`src/rtl/wwfs_pkg.sv`:
```
// shared types, widths and codes for the window weighted frequency sum block
`timescale 1ns / 1ps

package wwfs_pkg;

    localparam int ARRAY_DEPTH_DEF = 4096;
    localparam int VALUE_BITS_DEF  = 16;

    localparam int INDEX_BITS    = 12;
    localparam int VALUE_IN_BITS = 16;
    localparam int POS_BITS      = 13;
    localparam int CNT_BITS      = 13;
    localparam int SUM_BITS      = 41;
    localparam int SUM_OUT_BITS  = 40;
    localparam int STATUS_BITS   = 2;

    localparam logic OP_LOAD  = 1'b0;
    localparam logic OP_QUERY = 1'b1;

    localparam logic [STATUS_BITS-1:0] STATUS_LOAD   = 2'd0;
    localparam logic [STATUS_BITS-1:0] STATUS_ANSWER = 2'd1;
    localparam logic [STATUS_BITS-1:0] STATUS_REJECT = 2'd2;

    typedef struct packed {
        logic                     opcode;
        logic [INDEX_BITS-1:0]    index;
        logic [VALUE_IN_BITS-1:0] value;
        logic [POS_BITS-1:0]      left;
        logic [POS_BITS-1:0]      right;
    } wwfs_cmd_t;

    typedef struct packed {
        logic [SUM_OUT_BITS-1:0] window_sum_out;
        logic [STATUS_BITS-1:0]  status;
    } wwfs_result_t;

    // control for the shared multiply-accumulate unit
    typedef struct packed {
        logic mul_en;
        logic shrink;
    } wwfs_mac_ctl_t;

endpackage

```
`src/rtl/wwfs_mac.sv`:
```
// shared multiply-accumulate unit: (2c +/- 1) * v into the running window sum
`timescale 1ns / 1ps

module wwfs_mac #(
    parameter int VALUE_BITS = wwfs_pkg::VALUE_BITS_DEF
) (
    input  logic                          clk,
    input  logic                          rst_n,
    input  wwfs_pkg::wwfs_mac_ctl_t       ctl,
    input  logic [wwfs_pkg::CNT_BITS-1:0] cnt,
    input  logic [VALUE_BITS-1:0]         val,
    output logic [wwfs_pkg::SUM_BITS-1:0] sum
);
    import wwfs_pkg::*;

    localparam int FW = CNT_BITS + 1;
    localparam int PW = FW + VALUE_BITS;

    logic [FW-1:0]       factor;
    logic [PW-1:0]       prod_next;
    logic [PW-1:0]       prod_reg;
    logic                acc_en_reg;
    logic                shrink_reg;
    logic [SUM_BITS-1:0] sum_reg;
    logic [SUM_BITS-1:0] sum_next;

    // count delta of the squared term: 2c+1 on growth, 2c-1 on removal
    always_comb
    begin
        if (ctl.shrink)
        begin
            factor = {cnt, 1'b0} - FW'(1);
        end
        else
        begin
            factor = {cnt, 1'b0} + FW'(1);
        end
        prod_next = PW'(factor) * PW'(val);
    end

    always_comb
    begin
        if (shrink_reg)
        begin
            sum_next = sum_reg - SUM_BITS'(prod_reg);
        end
        else
        begin
            sum_next = sum_reg + SUM_BITS'(prod_reg);
        end
    end

    always_ff @(posedge clk)
    begin
        if (ctl.mul_en)
        begin
            prod_reg <= prod_next;
        end
    end

    always_ff @(posedge clk or negedge rst_n)
    begin
        if (!rst_n)
        begin
            acc_en_reg <= 1'b0;
            shrink_reg <= 1'b0;
            sum_reg    <= '0;
        end
        else
        begin
            acc_en_reg <= ctl.mul_en;
            if (ctl.mul_en)
            begin
                shrink_reg <= ctl.shrink;
            end
            if (acc_en_reg)
            begin
                sum_reg <= sum_next;
            end
        end
    end

    assign sum = sum_reg;

endmodule

```
`config.mk`:
```
export PLATFORM = sky130hd
export DESIGN_NAME = wwfs_mac
export DESIGN_NICKNAME = d
export VERILOG_FILES = /design/src/rtl/wwfs_pkg.sv /design/src/rtl/wwfs_mac.sv
export SDC_FILE = /design/constraint.sdc
export NUM_CORES = 1
export LEC_CHECK = 0
export BUFFER_PORTS_ARGS = -buffer_cell sky130_fd_sc_hd__buf_2
export CELL_PAD_IN_SITES_DETAIL_PLACEMENT = 0
export CELL_PAD_IN_SITES_GLOBAL_PLACEMENT = 1
export CORE_ASPECT_RATIO = 1.5
export CORE_MARGIN = 2
export CORE_UTILIZATION = 54
export DETAILED_ROUTE_END_ITERATION = 7
export PLACE_DENSITY_LB_ADDON = 0.1
export SETUP_SLACK_MARGIN = 0.02
export SLEW_MARGIN = 20
export SYNTH_ARGS = -nofsm -noshare
export SYNTH_HDL_FRONTEND = slang
export SYNTH_SLANG_ARGS = --single-unit
```
`constraint.sdc`:
```
create_clock -name clk -period 11.7 [get_ports clk]
set_input_delay 1.17 -clock clk [delete_from_list [all_inputs] [get_ports clk]]
set_output_delay 1.17 -clock clk [all_outputs]
set_load 0.005 [all_outputs]
```
==> impl_metrics.ini, run 1 <==
[detailed_routing]
drtIter0Drc = 382
vias = 9908
ant_nets = 0
dr.pass1.iters = 5
wl_per_cell_um = 18.1
drt_wl_total_um = 32300
drc = 0
via_per_inst = 5.55

[layout]
multiInputGateArea_mm2 = 0.0100
post-route-util = 0.588
ff_latch_area_mm2 = 0.00198
synthToLayoutAreaGrowth_pct = 7.50
nets = 1795
fillers = 2149
n_antenna_cell = 0
largest_reg_flops = 41
drive_above_1_share = 0.108

[timing]
setup_viol = 0
min_period_ns = 8.68
max_freq_ghz = 0.115
rsz0062_at_grt = no
timing.setup.tns_ns = 0
slew_viol_final = 0
worst_slew_pin_slew_ns = 1.13
finalHoldViolCount = 0
skew_ns = 0.00789
period_share = 0.742
slew_headroom = 0.228

[synthesis]
syn_inst = 1421
synthArstFlopShare = 0.589
synth_edf_count = 30
synth_top_flop_cell = dfrtp_1
ys_warn_count = 0
synth_area_leaders = fa_1, ha_1, dfrtp_1, edfxtp_1, inv_1
ys_ff_latch = 73
seq_area_frac_synth = 0.153
synth_commonest_cells = inv_1, nand2_1, fa_1
avgSynthCellArea_um2 = 9.08
synth_top_area_frac = 0.258
yosys.area.top_type = fa_1
synth_most_common_cell = inv_1
syn_nets = 1756
syn_area_mm2 = 0.0129
ys_types = 71

[critical_path]
required_ns = 11.79
startpoint_type = primary input
critPathMostFrequentCell = fa_1
crit_fanout = 12
crit_type = in -> reg
reg2reg_slack_ns = 6.74
slowest_delay_ns = 0.73
slowest_stage = xnor2_1
cp.arrival_ns = 8.77
cp-end-kind = flip-flop

[global_route]
first_global_vias = 10500
grt_pass1_wl_um = 53100
grt_remaining_overflow = 0
grt_max_degree = 51
track_usage = 0.271
antenna_found_initial = 0

[place]
dp_hpwl_um = 27000
gp_congestion = 0.883
port_buffers = 73

[cts]
h-tree-depth = 3
cts_tree = done
cts_resized = 0
clock-sinks = 73
numCtsBuffers = 9
clk_path_buf_depth = 2
postCtsSetupRepairBufs = 0
clk_latency_ns = 0.35
cts-root-buf = clkbuf_16
path_clk_slew_ns = 0.06
cts_hold_buf = 0

[floorplanning]
core_area_mm2 = 0.0236
initial_core_util = 0.547
row_count = 69
die-height_um = 193
dieArea_mm2 = 0.0252
fp.dieW_um = 130
io_pins = 74

[flow_run]
timing.max_cap.violations = 0

[outcome]
status = complete, no violations

[worst_hold_path]
holdCritPathClass = reg -> reg
cell usage in the layout, fill, tap and decap left out, drive strengths merged, types with 19 or more instances in the layout:
| master | synthesis | layout |
|---|---|---|
| edfxtp | 30 | 30 |
| o21ai | 41 | 41 |
| a21o | 55 | 55 |
| buf | 6 | 82 |
| nor3 | 19 | 19 |
| ha | 136 | 136 |
| inv | 190 | 190 |
| mux2 | 33 | 33 |
| dfrtp | 43 | 43 |
| a21oi | 80 | 80 |
| xor2 | 38 | 38 |
| nand2 | 172 | 172 |
| fa | 166 | 166 |
| and2 | 72 | 72 |
| xnor2 | 68 | 68 |
| nor2 | 80 | 80 |
worst paths after layout:
kind,depth (start not counted),startpoint,end
max in group asynchronous,2,rst_n,acc_en_reg
min in group asynchronous,2,rst_n,sum[11]
worst min register to register,1,sum[40],sum[40]
worst min-delay path,1,sum[40],sum[40]
worst max register to register,17,prod_reg[9],sum[34]
worst max-delay path,25,ctl[0],prod_reg[26]
cells by family after synthesis:
logic type	count (synthesis)	synth area share
DFF	73	0.153
adders and majority gates	302	0.389
xor gates and xnor gates	106	0.0720
and+or+nand+nor	412	0.152
buffers and inverters	244	0.0720
AOI/OAI and AO/OA	247	0.129
muxes	37	0.0322
layer usage:
layer | part of all wire | vias up | global-route usage
met1 | 0.37 | 4898 | 0.298
met4 | 0.036 | 0 | 0.102
met5 | 0 | - | 0
met2 | 0.56 | 176 | 0.522
met3 | 0.026 | 66 | 0.0268
li1 | - | 4768 | -
cell type report:
class	instances	share of cell area
Clock buffer	9	0.0162
Clock inverter	7	0.00686
Sequential cell	73	0.143
Inverter	190	0.0514
Multi-Input combinational cell	1104	0.723
Tap cell	319	0.0288
Timing Repair Buffer	82	0.0312
worst max-delay path: cells and delay by family:
kind	cells	cell delay (ns)
compound gates	8	1.50
xor+xnor	2	0.81
fa+ha+maj	7	3.49
buf+inv	2	0.25
simple gates	6	1.54
through the flow:
stage | instance area, um2 | hold WS [ns] | instances | setup slack [ns]
5_1_grt | 13900 | 0.504 | 1784 | 2.38
3_5_place_dp | 13500 | 0.463 | 1768 | 2.63
4_1_cts | 13900 | 0.471 | 1784 | 2.99
6_report | 13900 | 0.475 | 1784 | 3.02
2_1_floorplan | 12900 | 0.468 | 1421 | 3.77
3_3_place_gp | 13500 | 0.454 | 1768 | 2.72
Power of run 1 is not shown: default switching activity piles up to over one toggle a cycle in this logic, so the estimate is an artifact.
==> run 2, diff against run 1 <==
--- a/config.mk
+++ b/config.mk
@@ -10,7 +10,7 @@
 export CELL_PAD_IN_SITES_GLOBAL_PLACEMENT = 1
 export CORE_ASPECT_RATIO = 1.5
 export CORE_MARGIN = 2
-export CORE_UTILIZATION = 54
+export CORE_UTILIZATION = 50
 export DETAILED_ROUTE_END_ITERATION = 7
 export PLACE_DENSITY_LB_ADDON = 0.1
 export SETUP_SLACK_MARGIN = 0.02
==> constraint.sdc (replaced) <==
create_clock -name clk -period 8.1 [get_ports clk]
set_input_delay 0.81 -clock clk [delete_from_list [all_inputs] [get_ports clk]]
set_output_delay 0.81 -clock clk [all_outputs]
set_load 0.005 [all_outputs]
==> impl_metrics.ini, run 2 (synthesized netlist as in run 1, its figures left out) <==
[outcome]
status = complete, no violations

[timing]
skew_ns = 0.0127
worst_slew_pin_slew_ns = 0.927
whs_ns = 0.462
slew_headroom = 0.377
finalHoldViolCount = 0
period_share = 0.961
setup_viol = 0
min_period_ns = 7.79
rsz0062_at_grt = no
max_freq_ghz = 0.128
slew_viol_final = 0
fin_ws_ns = 0.315

[critical_path]
rr_worst_depth = 15
reg2reg_to = sum[37]
crit_type = in -> reg
cp-end-kind = flip-flop
startpoint_type = primary input
reg2reg_slack_ns = 3.37
startpoint = cnt[2]
cp.arrival_ns = 7.89
r2r-start = prod_reg[7]
worstSetupEndpoint = prod_reg[26]
crit_fanout = 6
required_ns = 8.20

[global_route]
grt_pass1_wl_um = 53200
first_global_vias = 10300
track_usage = 0.251
antenna_found_initial = 0
grt_max_degree = 51
grt_remaining_overflow = 0

[detailed_routing]
wl_per_cell_um = 18.0
ant_nets = 0
drt_wl_total_um = 32500
drc = 0
via_per_inst = 5.46
vias = 9870
drtIter0Drc = 424
dr.pass1.iters = 7

[cts]
path_clk_slew_ns = 0.06
clk_path_buf_depth = 2
numCtsBuffers = 9
cts-root-buf = clkbuf_16
clock-sinks = 73
h-tree-depth = 3
cts_tree = done
clk_latency_ns = 0.36

[layout]
most-common-layout-cells = inv_1, nand2_1, fa_1, ha_1, nor2_1
stdcell_count = 1809
drive_above_1_share = 0.113
nets = 1806
synthToLayoutAreaGrowth_pct = 8.24
final_common_cell = inv_1
largest_reg_flops = 41
post-route-util = 0.546
n_antenna_cell = 0

[worst_hold_path]
holdPathStages = 1
holdCritPathClass = reg -> reg

[place]
dp_hpwl_um = 27100
gp_congestion = 0.875
port_buffers = 73
place_ws_ns = -0.163
dp.cells = 1793

[floorplanning]
dieArea_mm2 = 0.0271
fp.dieW_um = 135
initial_core_util = 0.504
row_count = 72
die-height_um = 201
core_area_mm2 = 0.0256
io_pins = 74

[flow_run]
timing.max_cap.violations = 0
## run 2: changes by cell type in the layout (fill, tap and decap cells not counted), moves of 2 or more
cell / previous run / this run
buf_4: 9 / 18
inv_6: 0 / 3
buf_12: 0 / 2
clkinv_2: 2 / 0
clkinv_4: 2 / 0
xnor2_1: 66 / 68
xnor2_2: 2 / 0
## run 2: timing repair
action	CTS	global route
setup buffers	0	0
hold buffers	0	0
gates resized for setup	0	3
setup endpoints to repair	0	2
## run 2: worst min-delay path by stage
| stage | slack (ns) | to | startpoint |
|---|---|---|---|
| floorplan | 0.47 | sum[40] | sum[40] |
| global placement | 0.46 | sum[40] | sum[40] |
| detailed placement | 0.46 | sum[40] | sum[40] |
| CTS | 0.47 | sum[40] | sum[40] |
| global route | 0.50 | sum[40] | sum[40] |
| finish | 0.46 | sum[40] | sum[40] |
## run 2: critical path, cell delays in order
cell      delay (ns)
buf_2           0.11
nand2b_1        0.15
nor2_1          0.13
nand2_1         0.11
or3_1           0.37
or4b_1          0.58
xnor2_1         0.38
nand2_1         0.14
fa_1            0.53
fa_1            0.56
inv_1           0.06
fa_1            0.51
fa_1            0.52
fa_1            0.57
fa_1            0.42
ha_1            0.39
a21oi_1         0.18
o21ai_0         0.09
a21oi_1         0.15
o21ai_0         0.14
a21o_1          0.19
a311o_1         0.35
a21o_1          0.19
a21oi_1         0.18
xnor2_1         0.09
## run 2: per-stage QoR
stage | setup TNS (ns) | cell area (um2)
2_1_floorplan | 0 | 12900
3_3_place_gp | 0 | 13600
3_5_place_dp | -0.307 | 13600
4_1_cts | 0 | 14000
5_1_grt | 0 | 14000
6_report | 0 | 14000
## run 2: cell type report
type	instances	area [um2]
clock inverters	7	82.6
inverters	190	713
multi-input cells	1104	10000
repair buffers	93	541
well taps	333	417
clock buffers	9	225
fillers	2456	11600
flip-flops and latches	73	1980
## run 2: routing by layer
| metal | global-route usage | wire, um |
|---|---|---|
| met1 | 0.280 | 12600 |
| met2 | 0.494 | 18400 |
| met3 | 0.0245 | 872 |
| met4 | 0.0688 | 722 |
| met5 | 0 | 0 |
Power of run 2 is left out for the same reason.
==> run 3, diff against run 2 <==
--- a/config.mk
+++ b/config.mk
@@ -5,12 +5,13 @@
 export SDC_FILE = /design/constraint.sdc
 export NUM_CORES = 1
 export LEC_CHECK = 0
+export ABC_AREA = 1
 export BUFFER_PORTS_ARGS = -buffer_cell sky130_fd_sc_hd__buf_2
 export CELL_PAD_IN_SITES_DETAIL_PLACEMENT = 0
 export CELL_PAD_IN_SITES_GLOBAL_PLACEMENT = 1
 export CORE_ASPECT_RATIO = 1.5
 export CORE_MARGIN = 2
-export CORE_UTILIZATION = 50
+export CORE_UTILIZATION = 47
 export DETAILED_ROUTE_END_ITERATION = 7
 export PLACE_DENSITY_LB_ADDON = 0.1
 export SETUP_SLACK_MARGIN = 0.02
==> impl_metrics.ini, run 3 <==
[floorplanning]
die-height_um = 215
core_area_mm2 = 0.0294
io_pins = 74
dieArea_mm2 = 0.0312
fp.dieW_um = 145
row_count = 77
initial_core_util = 0.476

[synthesis]
synth_commonest_cells = nand2_1, inv_1, nor2_1
syn_inst = 1995
ys_warn_count = 0
synth_top_flop_cell = dfrtp_1
synth_edf_count = 30
synth_area_leaders = fa_1, nand2_1, ha_1, inv_1, dfrtp_1
synth_most_common_cell = nand2_1
syn_nets = 2330
syn_area_mm2 = 0.0140
seq_area_frac_synth = 0.141
synth_top_area_frac = 0.237
ys_ff_latch = 73
ys_types = 41
synthArstFlopShare = 0.589
avgSynthCellArea_um2 = 7.02
yosys.area.top_type = fa_1

[cts]
cts-root-buf = clkbuf_16
postCtsSetupRepairBufs = 0
clk_path_buf_depth = 2
clock-sinks = 73
path_clk_slew_ns = 0.06
cts_resized = 0
numCtsBuffers = 9
clk_latency_ns = 0.35
h-tree-depth = 3
cts_tree = done
cts_hold_buf = 0

[critical_path]
crit_type = in -> reg
cp.arrival_ns = 7.31
required_ns = 8.20
crit_fanout = 11
cp-end-kind = flip-flop
startpoint_type = primary input

[global_route]
first_global_vias = 13300
track_usage = 0.273
grt_remaining_overflow = 0
grt_max_degree = 60
grt_pass1_wl_um = 66700
antenna_found_initial = 0

[timing]
whs_ns = 0.515
min_period_ns = 7.21
period_share = 0.890
finalHoldViolCount = 0
setup_viol = 0
skew_ns = 0.00753
slew_viol_final = 0
rsz0062_at_grt = no
timing.setup.tns_ns = 0
slew_headroom = 0.479
worst_slew_pin_slew_ns = 0.779
max_freq_ghz = 0.139

[layout]
final_common_cell = nand2_1
drive_above_1_share = 0.0613
largest_reg_flops = 41
nets = 2385
post-route-util = 0.513
synthToLayoutAreaGrowth_pct = 7.63
n_antenna_cell = 0
most-common-layout-cells = nand2_1, inv_1, nor2_1, fa_1, ha_1

[detailed_routing]
dr.pass1.iters = 4
wl_per_cell_um = 16.8
drc = 0
vias = 12300
drt_wl_total_um = 41200
via_per_inst = 5.03
drtIter0Drc = 365
ant_nets = 0

[flow_run]
timing.max_cap.violations = 0

[worst_hold_path]
holdCritPathClass = reg -> reg

[place]
gp_congestion = 0.924
port_buffers = 73
dp_hpwl_um = 35700

[outcome]
status = complete, no violations
[run 3: cell families (layout without fill, tap and decap cells)]
| logic type | after synthesis | after routing | synth area share |
|---|---|---|---|
| XOR/XNOR | 71 | 71 | 0.0444 |
| AO/OA/AOI/OAI | 153 | 153 | 0.0571 |
| AND/OR/NAND/NOR | 935 | 935 | 0.273 |
| flip-flops | 73 | 73 | 0.141 |
| adder cells (fa/ha/maj) | 302 | 302 | 0.359 |
| buffers and inverters | 461 | 521 | 0.125 |
[run 3: through the flow]
stage	area, um2	cells	setup WS (ns)
after floorplan	14000	1995	1.36
after global placement	14800	2434	0.541
after detailed placement	14800	2434	0.481
after CTS	15100	2450	0.870
after global routing	15100	2450	0.440
final	15100	2450	0.893
[run 3: critical path, cell delays in order]
cell and delay (ns):
buf_2 0.17, nand2_1 0.10, nor3_2 0.23, nand4_1 0.20, nor2_1 0.13, nand2_1 0.07
o21ai_0 0.15, nand2_1 0.23, inv_1 0.37, nor2_1 0.11, fa_1 0.50, fa_1 0.52
fa_1 0.52, fa_1 0.52, fa_1 0.55, inv_1 0.06, fa_1 0.49, inv_1 0.04
ha_1 0.37, nand2_1 0.12, nor2_1 0.34, inv_1 0.08, nor3_1 0.28, nand3_1 0.13
nand3_1 0.14, xor2_1 0.08
[run 3: cell type report]
class	instances	area [um2]
multi-input cells	1461	10300
fillers	3043	14300
well taps	395	494
repair buffers	80	418
flip-flops and latches	73	1980
clock buffers	10	239
clock inverters	6	72.6
inverters	425	1600
[run 3: worst paths after layout]
path	start	to	slack, ns	cells past startpoint
min in group asynchronous	rst_n	sum[7]	0.56	2
hold reg to reg	sum[36]	sum[36]	0.51	2
setup reg to reg	prod_reg[0]	sum[39]	4.46	22
hold / removal	sum[36]	sum[36]	0.51	2
setup / recovery	ctl[0]	prod_reg[24]	0.89	26
max in group asynchronous	rst_n	sum[29]	7.09	2
[run 3: routing by layer]
layer / GRT usage / wire length [um]
met4: 0.163 / 2590
met3: 0.0189 / 897
met5: 0 / 0
met1: 0.270 / 14900
met2: 0.548 / 22700
Power of run 3 is left out for the same reason.
